==> config.mk <==
export PLATFORM = sky130hd
export DESIGN_NAME = cpi_back
export DESIGN_NICKNAME = d
export VERILOG_FILES = /design/src/hdl/cpi_pkg.sv /design/src/hdl/cpi_back.sv
export SDC_FILE = /design/constraint.sdc
export NUM_CORES = 1
export LEC_CHECK = 0
export ABC_AREA = 1
export BUFFER_PORTS_ARGS = -buffer_cell sky130_fd_sc_hd__buf_2
export CORE_ASPECT_RATIO = 2
export CORE_MARGIN = 5
export CORE_UTILIZATION = 44
export CTS_CLUSTER_SIZE = 8
export DETAILED_ROUTE_END_ITERATION = 10
export GPL_TIMING_DRIVEN = 1
export PLACE_DENSITY = 0.84
export SLEW_MARGIN = 20
export SYNTH_ARGS = -nofsm -noshare
export SYNTH_HDL_FRONTEND = slang
export SYNTH_SLANG_ARGS = --single-unit
==> constraint.sdc <==
create_clock -name clk -period 4.35 [get_ports clk]
set_input_delay 0.87 -clock clk [delete_from_list [all_inputs] [get_ports clk]]
set_output_delay 0.87 -clock clk [all_outputs]
set_load 0.05 [all_outputs]
==> src/hdl/cpi_pkg.sv <==
package cpi_pkg;

  // configuration register port
  localparam int CFG_W       = 12;
  localparam int CFG_INDEX_W = 2;

  localparam logic [CFG_INDEX_W-1:0] REG_SYMBOL_LENGTH = CFG_INDEX_W'(0);
  localparam logic [CFG_INDEX_W-1:0] REG_CP_LENGTH     = CFG_INDEX_W'(1);

  localparam logic [CFG_W-1:0] SYMBOL_LENGTH_RESET = CFG_W'(64);
  localparam logic [CFG_W-1:0] CP_LENGTH_RESET     = CFG_W'(16);

  // entries in the queue between front and back
  localparam int QUEUE_DEPTH = 4;

  // flags that travel with one result
  typedef struct packed {
    logic is_prefix;
    logic end_of_symbol;
  } res_meta_t;

  // one or two results caused by a single input beat
  typedef struct packed {
    logic      two;
    res_meta_t m0;
    res_meta_t m1;
  } bundle_meta_t;

endpackage

==> src/hdl/cpi_back.sv <==
module cpi_back
  import cpi_pkg::*;
#(
  parameter int SAMPLE_WIDTH = 16
) (
  input  logic                           clk,
  input  logic                           rst,
  input  logic                           head_valid,
  input  bundle_meta_t                   head_meta,
  input  logic [4*SAMPLE_WIDTH-1:0]      head_data,
  output logic                           pop,
  output logic                           out_valid,
  input  logic                           out_ready,
  output logic signed [SAMPLE_WIDTH-1:0] out_i,
  output logic signed [SAMPLE_WIDTH-1:0] out_q,
  output logic                           is_prefix,
  output logic                           end_of_symbol,
  output logic                           last_of_run
);

  localparam int SW = SAMPLE_WIDTH;

  logic      half;
  logic      load;
  logic      final_beat;
  res_meta_t sel_meta;
  logic [SW-1:0] sel_i;
  logic [SW-1:0] sel_q;

  // output register takes a beat when empty or drained
  assign load       = head_valid && (!out_valid || out_ready);
  assign final_beat = !head_meta.two || half;
  assign pop        = load && final_beat;

  always_comb begin
    if (half) begin
      sel_meta = head_meta.m1;
      sel_i    = head_data[2*SW-1:SW];
      sel_q    = head_data[SW-1:0];
    end else begin
      sel_meta = head_meta.m0;
      sel_i    = head_data[4*SW-1:3*SW];
      sel_q    = head_data[3*SW-1:2*SW];
    end
  end

  // beat sequencing over a bundle
  always_ff @(posedge clk) begin
    if (rst) begin
      out_valid <= 1'b0;
      half      <= 1'b0;
    end else begin
      if (load) begin
        out_valid <= 1'b1;
        half      <= !final_beat;
      end else if (out_ready) begin
        out_valid <= 1'b0;
      end
    end
  end

  // output payload
  always_ff @(posedge clk) begin
    if (load) begin
      out_i         <= sel_i;
      out_q         <= sel_q;
      is_prefix     <= sel_meta.is_prefix;
      end_of_symbol <= sel_meta.end_of_symbol;
      last_of_run   <= final_beat;
    end
  end

`ifndef SYNTHESIS
  a_half_holds_head: assert property (@(posedge clk) disable iff (rst)
    half |-> head_valid && head_meta.two)
    else $error("second result pending without a two-result bundle");
  a_first_then_second: assert property (@(posedge clk) disable iff (rst)
    out_valid && !last_of_run |-> half)
    else $error("first of two results shown without second pending");
  a_pop_on_last: assert property (@(posedge clk) disable iff (rst)
    pop |=> out_valid && last_of_run)
    else $error("bundle released before its last result");
`endif

endmodule

Word-level counts from Yosys, hierarchy flattened. Cells that the tools add are included.

Mux-type cells: 5. Reduce and logical (&&, ||, !) cells: 8.

Operators with widths (count): $mux W16 (2); $logic_not A1 Y1 (3); $logic_and A1 B1 Y1 (2); $logic_or A1 B1 Y1 (2); $mux W1 (2); $mux W2 (1); $reduce_bool A2 Y1 (1).

Output and inout bits: 37. Flip-flop bits (word level): 37. Word-level logic and storage cells: 20. Input port bits: 73.

Logic depth before layout (Yosys ltp).
Depth in word-level cells: 4. Mapped depth: 6. Gate-level depth less buffers: 5.

Least setup slack after synthesis. No wires, ideal clock.

Kind: in2out. Start point: input out_ready. End point: output pop. Required time: 3.480 ns. Buffers on the path: 0. Arrival time: 1.401 ns. Stages: 4. Path slack: 2.079 ns. Cell sequence: inv_1 > nand2_1 > nand3_2 > inv_1.

Longest elaborated chain between the ends: 3.

Ends and longest elaborated chain: start, declared (line cpi_back.sv:13) `input logic out_ready,`; $logic_or A1 B1 Y1 (line cpi_back.sv:31) `assign load = head_valid && (!out_valid || out_ready);`; $logic_and A1 B1 Y1 (line cpi_back.sv:31); $logic_and A1 B1 Y1 (line cpi_back.sv:33) `assign pop = load && final_beat;`; end, declared (line cpi_back.sv:11) `output logic pop,`.

Every way passes these cells.

Final worst setup path. Same ends and word-level chain as after synthesis.

==> results by group <==
Timing
  – Fin crit share: around 55%
  – # setup viols final: 0
  – Final Critical Period: roughly 2.4 ns
  – Setup Skew: around 0.0052 ns
  – Slew margin rel.: between 70% and 80%
  – FMAX: approximately 420 MHz
  – Slew Limit Fails: 0
  – Worst-Margin Slew: 0.432 ns
  – RSZ-0062 raised after global routing: no
  – Final Hold Viols: 0
  – Fin Setup TNS: 0 ns

Status
  – Status: finished clean

Drt
  – Initial drt markers: 14
  – # DRC: 0
  – Via density: 4.53
  – Pre-antenna DRT Iters: 4
  – Detailed-route via count: about 1.4k
  – Drt total wl: 3.92 mm
  – Routed Antenna Nets: 0
  – WL/cell: ~12 µm

Power and ir drop
  – Peak VDD IR: 327 µV
  – Leakage: roughly 0.0012 µW
  – P per Cell Area: between 400 and 500 nW/µm²

Critical path
  – Worst r2r src: out_valid$_SDFFE_PP0P_
  – Critical path fanouts, max: 4
  – Critical Path Sink Type: output port
  – CP max stage delay: 0.25 ns
  – Worst EP required: around 3.5 ns
  – Crit path cell chain: buf_2 > inv_1 > nand2_1 > nand3_2 > inv_1 > buf_2
  – CP Class: primary input to output port
  – CP startpoint: out_ready
  – CP arrival: approximately 1.5 ns
  – Max stage delay cell, worst path: buf_2
  – Startpoint Class: primary input

Floorplan
  – Die area: just over 5000 µm²
  – Die Ht: ~96 µm
  – Row count: 31
  – Core area: 3610 µm²
  – IO Pins: 110
  – Die Width: about 53 µm
  – Initial Utilization: 44.9%

CTS
  – Resize count post-CTS: 0
  – Num CTS Buffers: 5
  – Clk buf depth: 2
  – Post-CTS Hold Buffers: 0
  – Setup bufs post-CTS: 0
  – CTS root buffer: clkbuf_8
  – Htree depth: 2
  – Skew-Pair Late Insertion Delay: 0.28 ns
  – CTS tree: yes
  – Clk sinks: 37
  – Clk pin slew, worst setup/hold paths: about 0.070 ns

Synthesis
  – Largest area contributor in the netlist: edfxtp_1
  – Cell Area, Synth: about 1600 µm²
  – Post-Syn Area per Cell: just over 10 µm²
  – Synth Instances: 159
  – Yosys reg bits: 37
  – Netlist cell types: 12
  – Syn_nets: 232
  – Post-synth top area share: 64.9%
  – Ys Warns: 0
  – Post-synthesis sequential area ratio: approximately two thirds
  – Leading post-synthesis cells by cell area: edfxtp_1, nand2_1, buf_6

Place
  – Placement Cell Area: 2170 µm²
  – RePlAce Congestion: a little under 0.8
  – Hpwl dp: just over 3 mm
  – I/O Buffers: between 100 and 150

Layout
  – Final instance area: 2310 µm²
  – Layout area overhead: 42.5%
  – Layout cells sized above 1: between 40 and 50%
  – Register area: roughly 1100 µm²
  – Ant diodes: 0
  – Most common cell after layout, fill and taps aside: buf_2
  – Most frequent cells in the layout: buf_2, nand2_1, edfxtp_1
  – Filler cell count in the final layout: roughly 320
  – Layout Nets: 343
  – Multi-input logic area: 434 µm²

Flow run
  – Number of max-cap violations: 0

GRT
  – Tot GR Track Use: between 15 and 20%
  – First-pass GRT wire length: 5.74 mm
  – Vias in the first global route: approximately 1.4k
  – Global route overflow: 0
  – Largest net degree at the start of global routing: 36
  – Antenna violations before repair: 0

Hold path
  – Hold Crit Start: out_valid$_SDFFE_PP0P_
  – Type of the most critical hold path: register to register
-- cell usage after synthesis --
library cell / number
inv_1: 4
nand3_2: 1
nand2_4: 1
edfxtp_1: 35
buf_6: 4
a21oi_1: 2
nor2_2: 1
dfxtp_1: 2
inv_8: 1
buf_4: 3
nand2_1: 104
nand2_2: 1
-- cell type report --
class | instances | share of cell area, %
flip-flops and latches | 37 | 47.3
well taps | 49 | 2.66
multi-input cells | 110 | 18.8
clock buffers | 5 | 2.98
inverters | 5 | 1.14
repair buffers | 111 | 24.3
clock inverters | 3 | 2.82
-- through the flow --
step	total power, µW	util [%]	hold WS, ns	setup WS (ns)	std cells
2_1_floorplan	602	-	0.605	2.08	159
3_3_place_gp	662	60.2	0.530	2.01	312
3_5_place_dp	668	60.2	0.578	1.98	312
4_1_cts	1010	64.0	0.586	1.98	320
5_1_grt	1040	64.0	0.631	1.91	320
6_report	1000	64.0	0.582	1.98	320
-- metal layers --
metal	routed length, µm	track usage [%]	vias to the layer above
met5	0	0	-
met1	1110	12.9	631
met4	166	11.5	0
met2	2260	29.8	72
met3	381	5.74	15
li1	-	-	730
-- cells by family (layout without fill, tap and decap cells) --
| logic type | after synthesis | after routing | share of synthesized area (%) |
|---|---|---|---|
| buffers and inverters | 12 | 124 | 5.80 |
| and+or+nand+nor | 108 | 108 | 26.2 |
| DFF | 37 | 37 | 67.4 |
| AOI/OAI and AO/OA | 2 | 2 | 0.618 |
-- where the power goes --
part	switching, µW	internal (µW)	leakage [µW]
logic	164	58.6	0.000788
clock network	115	228	0.0000681
registers	7.04	428	0.000358
total	287	714	0.00121
-- sequential cells by signal, indices dropped and copies added, names as in the netlist --
signal	count
out_i	16
out_q	16
end_of_symbol	1
half	1
is_prefix	1
last_of_run	1
out_valid	1
-- worst max-delay path, delay by kind of cell --
family / cells / cell delay [ns]
buf+inv: 4 / 0.42
simple gates: 2 / 0.22
-- worst paths after layout --
check                                         endpoint  slack, ns  cells after the start
worst max-delay path                               pop       1.98                      6
worst min-delay path            out_valid$_SDFFE_PP0P_       0.58                      2
worst max register to register      out_i[0]$_DFFE_PP_       3.01                      4
worst min register to register  out_valid$_SDFFE_PP0P_       0.58                      2
Note: power is estimated with default switching activity, not from simulation.
