===== src/hdl/cpi_pkg.sv =====
package cpi_pkg;

  // configuration register port
  localparam int CFG_W       = 12;
  localparam int CFG_INDEX_W = 2;

  localparam logic [CFG_INDEX_W-1:0] REG_SYMBOL_LENGTH = CFG_INDEX_W'(0);
  localparam logic [CFG_INDEX_W-1:0] REG_CP_LENGTH     = CFG_INDEX_W'(1);

  localparam logic [CFG_W-1:0] SYMBOL_LENGTH_RESET = CFG_W'(64);
  localparam logic [CFG_W-1:0] CP_LENGTH_RESET     = CFG_W'(16);

  // entries in the queue between front and back
  localparam int QUEUE_DEPTH = 4;

  // flags that travel with one result
  typedef struct packed {
    logic is_prefix;
    logic end_of_symbol;
  } res_meta_t;

  // one or two results caused by a single input beat
  typedef struct packed {
    logic      two;
    res_meta_t m0;
    res_meta_t m1;
  } bundle_meta_t;

endpackage


===== src/hdl/cpi_fifo.sv =====
module cpi_fifo
  import cpi_pkg::*;
#(
  parameter int DEPTH = 4,
  parameter int WIDTH = 8
) (
  input  logic                       clk,
  input  logic                       rst,
  input  logic                       push,
  input  logic [WIDTH-1:0]           push_data,
  input  logic                       pop,
  output logic                       head_valid,
  output logic [WIDTH-1:0]           head_data,
  output logic [$clog2(DEPTH+1)-1:0] count
);

  localparam int PW = (DEPTH > 1) ? $clog2(DEPTH) : 1;
  localparam int CW = $clog2(DEPTH + 1);

  logic [WIDTH-1:0] slots [DEPTH];
  logic [PW-1:0]    wr_ptr;
  logic [PW-1:0]    rd_ptr;

  // pointer wrap
  function automatic logic [PW-1:0] bump(input logic [PW-1:0] ptr);
    logic [PW-1:0] r;
    r = (ptr == PW'(DEPTH - 1)) ? '0 : ptr + PW'(1);
    return r;
  endfunction

  // storage
  always_ff @(posedge clk) begin
    if (push) begin
      slots[wr_ptr] <= push_data;
    end
  end

  // pointers and fill count
  always_ff @(posedge clk) begin
    if (rst) begin
      wr_ptr <= '0;
      rd_ptr <= '0;
      count  <= '0;
    end else begin
      if (push) begin
        wr_ptr <= bump(wr_ptr);
      end
      if (pop) begin
        rd_ptr <= bump(rd_ptr);
      end
      case ({push, pop})
        2'b10:   count <= count + CW'(1);
        2'b01:   count <= count - CW'(1);
        default: count <= count;
      endcase
    end
  end

  assign head_valid = (count != '0);
  assign head_data  = slots[rd_ptr];

`ifndef SYNTHESIS
  a_no_overflow: assert property (@(posedge clk) disable iff (rst)
    push && !pop |-> count < CW'(DEPTH))
    else $error("queue written while full");
  a_no_underflow: assert property (@(posedge clk) disable iff (rst)
    pop |-> head_valid)
    else $error("queue read while empty");
  a_count_step: assert property (@(posedge clk) disable iff (rst)
    !push && !pop |=> $stable(count))
    else $error("queue count moved without a push or pop");
`endif

endmodule


===== config.mk =====
export PLATFORM = sky130hd
export DESIGN_NAME = cpi_fifo
export DESIGN_NICKNAME = d
export VERILOG_FILES = /design/src/hdl/cpi_pkg.sv /design/src/hdl/cpi_fifo.sv
export SDC_FILE = /design/constraint.sdc
export NUM_CORES = 1
export LEC_CHECK = 0
export BUFFER_PORTS_ARGS = -buffer_cell sky130_fd_sc_hd__buf_2
export CAP_MARGIN = 20
export CORE_AREA = 2 2 56 58
export CTS_CLUSTER_SIZE = 20
export DETAILED_ROUTE_END_ITERATION = 8
export DIE_AREA = 0 0 58 60
export GPL_TIMING_DRIVEN = 0
export PLACE_DENSITY_LB_ADDON = 0.1
export SLEW_MARGIN = 10
export SYNTH_ARGS = -nofsm -noshare
export SYNTH_HDL_FRONTEND = slang
export SYNTH_SLANG_ARGS = --single-unit

===== constraint.sdc =====
create_clock -name clk -period 4.45 [get_ports clk]
set_clock_uncertainty 0.1 [all_clocks]
set_input_delay 0 -clock clk [delete_from_list [all_inputs] [get_ports clk]]
set_output_delay 0 -clock clk [all_outputs]
set_load 0.02 [all_outputs]

# == Word-level counts from Yosys, hierarchy flattened ==
# Memory sizes are Yosys's and may differ from the RTL's. A register that Yosys moved wholly into a read port is not among the register bits.
# Index checks and enable logic that the tools add are counted.
# classes
add_sub_neg,4
n_eq_ne,4
n_mux,7
n_reduce_logical,2
# ops
cell,count
two-way mux 2 bit,4
"equality test 2 bit, second input constant",3
one-hot mux 3 bit (2 select lines),1
"adder 2 x 1 -> 2 bit, second input constant",2
"adder 3 x 1 -> 3 bit, second input constant",1
nonzero test 3 bit,1
"subtractor 3 x 1 -> 3 bit, second input constant",1
"equality test 2 x 1 -> 1 bit, second input constant",1
two-way mux 1 bit,2
nonzero test 2 bit,1
# word_totals
regBits,7
mem_bits_rw,32
input_bits,12
out_inout_bits,12
n_memories,1
# memory_table
name,words,width,rd,rd_clocked_by_memory_dff,wr,line_no,text
slots,4,8,1,1,1,cpi_fifo.sv:20,logic [WIDTH-1:0] slots [DEPTH];

# == Logic depth before layout (Yosys ltp) ==
# depth
depth_word,4
ltp_mapped,7

# == Worst setup path before layout ==
# OpenSTA, ideal clock, no wires.
# synth_timing
path_kind,register to register
from,register count[1]
to,register count[2]
arrival_time_ps,1551
slack_ps,2730
path_stages_with_launch,6
cell_sequence,dfxtp_1 inv_1 fa_1 xor2_1 or3_1 a21oi_1
# synth_between
elab_chain_len,2
# synth_rtl
element,line_no,text
start: declaration,cpi_fifo.sv:14,output logic [$clog2(DEPTH+1)-1:0] count
start signal: assignment,cpi_fifo.sv:52,2'b10: count <= count + CW'(1);
start signal: assignment,cpi_fifo.sv:53,2'b01: count <= count - CW'(1);
start signal: assignment,cpi_fifo.sv:54,default: count <= count;
subtractor 3 x 1 -> 3 bit / adder 3 x 1 -> 3 bit (equally long branches),"cpi_fifo.sv:53, cpi_fifo.sv:52",
one-hot mux 3 bit (2 select lines) *,cpi_fifo.sv:51,"case ({push, pop})"
# Every way passes the cells marked *; elsewhere a longest branch is shown, timed or not.
# A chain may end at the register's enable or synchronous reset.

# == Worst setup path in the final report ==
# layout_timing
from,input port push
to,register count[2]
# layout_between
elab_chain_len,2
# layout_rtl
element,line_no,text
start: declaration,cpi_fifo.sv:9,"input logic push,"
equality test 2 x 1 -> 1 bit / equality test 2 bit (equally long branches),cpi_fifo.sv:51,
one-hot mux 3 bit (2 select lines) / nonzero test 2 bit (equally long branches),--,
# Parallel ways exist; a longest one is shown, timed or not.

==> metrics.cfg <==
[worst_setup_path]
critPathArrivalTime_ns = 2.02
crit_family = buffers and inverters
max_stage_delay_ns = 0.53
cp_slowest_cell = dlygate4sd3_1
cp-end-kind = flop
path_buf_inv = 4
worstSetupStartpointType = primary input
path_cells = dlygate4sd3_1, buf_2, inv_1, ha_1, inv_1, fa_1, xor2_1, or3_1, a21oi_1
cp_max_fo = 7
worst_ep_required_time_ns = 4.62
cpMostUsedCell = inv_1
crit_type = primary input to flop

[yosys]
synth-main-ff-cell = edfxtp_1
synth_fp_nets = 108
synth-adder-area-share_pct = 5.94
syn-cell-area_sq_um = 1600
synth_top_area_share_pct = 60.0
synth_edf_count = 32
netlist_instances = 89
synth.avg_cell_area_sq_um = 18.0
async_reset_ff_share_pct = 0
synthMuxAreaShare_pct = 12.5
synth_seq_cells = 41
synth-simple-area-share_pct = 4.93
yosysSeqAreaShare_pct = 71.3
synth-xor-area-share_pct = 1.09
synthTopCellsByArea = edfxtp_1 60%, dfxtp_1 11%, mux4_2 11%
yosys-top-cells-count = 32 x edfxtp_1, 9 x dfxtp_1, 8 x mux4_2
synth_most_common_cell = edfxtp_1
synth_compound_area_share_pct = 1.56
yosys.cell_types.count = 16
yosys_warnings = 0
synth_top_area_cell = edfxtp_1
synth_top_family_by_area = multiplexers

[global_route]
grt_pass1_vias = 894
antenna_found_initial = 0
overflow = 0
grt_pass1_wl_um = 3930
grt_use_total_pct = 16.4
grt_max_degree = 14

[placement]
hpwlAfterDp_um = 1630
finalWeightedCongestion = 0.643
portBuffers = 23

[sta]
whs_ns = 0.307
fin_crit_ns = 1.84
hold_viol_final = 0
tns_ns = 0
final.period_utilization_pct = 41.4
slew_headroom_pct = 71.1
tightest_slew_ns = 0.433
setup_violations = 0
fmaxAchievable_ghz = 0.542
grt_setup_unrepaired = false
slew_violations = 0

[power_and_ir_drop]
p_clk_share_pct = 29.4
switching_share_pct = 23.3
p_sw_uw = 181
ir_worst_vdd_mv = 0.258
pwr-share-comb_pct = 13.9
powerDensity_nw_per_um2 = 400
p_total_uw = 778
sequentialPowerShare_pct = 56.7
internal-power_uw = 597
power.leakage_uw = 0.000736

[floorplanning]
placeableCoreArea_sq_um = 2900
ios = 24
dieWidth_um = 58
die_area_sq_um = 3480
dieHeight_um = 60
start_util_pct = 55.1
placementRows = 20

[clock_tree]
cts.repair.resized = 0
cts_tree = done
insertion_delay_ns = 0.33
ctsHoldBuffers = 11
h-tree-depth = 2
cts_buffers = 5
max-clock-path-buffers = 2
cts_setup_buffers = 0
cts.sinks = 41
clkSlewWorstSetupHoldPaths_ns = 0.12
cts_root_buffer = clkbuf_4

[detailed_routing]
drtIter0Drc = 16
ant_nets = 0
viasPerCell = 5.20
firstDrtPassIters = 4
routed_wl_um = 2420
drc = 0
wire_per_inst_um = 14.7
via_count = 852

[cells_and_area]
area_delta_synth_final_pct = 21.6
drive_gt1_share_pct = 30.5
antenna_cells = 0
fin_nets = 149
n_fill_cell = 218
final_util_pct = 67.0

[run]
max_cap_viol_count = 0

[outcome]
status = completed

[worst_hold_path]
hp-class = primary input to flop

## sequential cells by signal, summed over array words and instances (netlist names), named ones only
name	count
rd_ptr	2
wr_ptr	2
slots	32
count	3
## logic make-up (layout without fill, tap and decap cells)
family	count (synthesis)	count (layout)
flip-flops	41	41
AND/OR/NAND/NOR	15	15
multiplexers	10	10
buffers and inverters	9	51
adder cells (fa/ha/maj)	7	7
AO/OA/AOI/OAI	5	5
XOR/XNOR	2	2
## per-layer routing
| layer | vias to the layer above | GRT usage, % | wire (um) |
|---|---|---|---|
| met2 | 18 | 27.3 | 1200 |
| met3 | 4 | 4.76 | 96 |
| met5 | - | 0 | 0 |
| met4 | 0 | 7.97 | 34 |
| met1 | 416 | 19.7 | 1090 |
| li1 | 414 | - | - |
## layout by cell type (no fill, tap or decap), types with 5 or more instances in the layout
cell           instances
edfxtp_1              32
dfxtp_1                9
clkbuf_4               5
ha_1                   6
buf_2                 23
nor2_1                 7
inv_1                  7
mux4_2                 8
dlygate4sd3_1         11
## area by class of cell
class,instances,area [sq um],share of cell area (%)
Multi-Input combinational cell,39,417,21.4
Clock buffer,5,37.5,1.93
Inverter,7,26.3,1.35
Clock inverter,3,41.3,2.12
Tap cell,33,41.3,2.12
Sequential cell,41,1140,58.6
Buffer,2,16.3,0.836
Timing Repair Buffer,34,225,11.6
## worst register-to-register path, cell delays in order (launching register included)
cell,delay [ns]
dfxtp_1,0.39
inv_1,0.08
fa_1,0.43
xor2_1,0.17
or3_1,0.31
a21oi_1,0.14
## metrics by stage
step	cells	setup slack, ns	cell area [sq um]
6_report	164	2.61	1950
5_1_grt	164	2.46	1950
4_1_cts	164	2.65	1950
3_5_place_dp	145	2.81	1760
3_3_place_gp	145	2.87	1760
2_1_floorplan	89	2.73	1600
## power groups by stage
stage	Clock [uW]	Combinational (uW)	Sequential, uW
CTS	235	110	442
detailed placement	0	102	451
floorplan	0	64.5	453
finish	229	108	442
global route	249	120	444
global placement	0	99.2	448
## worst paths after layout
kind         cells past startpoint  slack [ns]           to         start
min                              2        0.31  slots[1][5]  push_data[5]
min reg2reg                      2        0.43     count[2]      count[2]
max                              9        2.61     count[2]          push
max reg2reg                      5        2.77     count[2]      count[1]
Note: power is estimated with default switching activity, not from simulation.
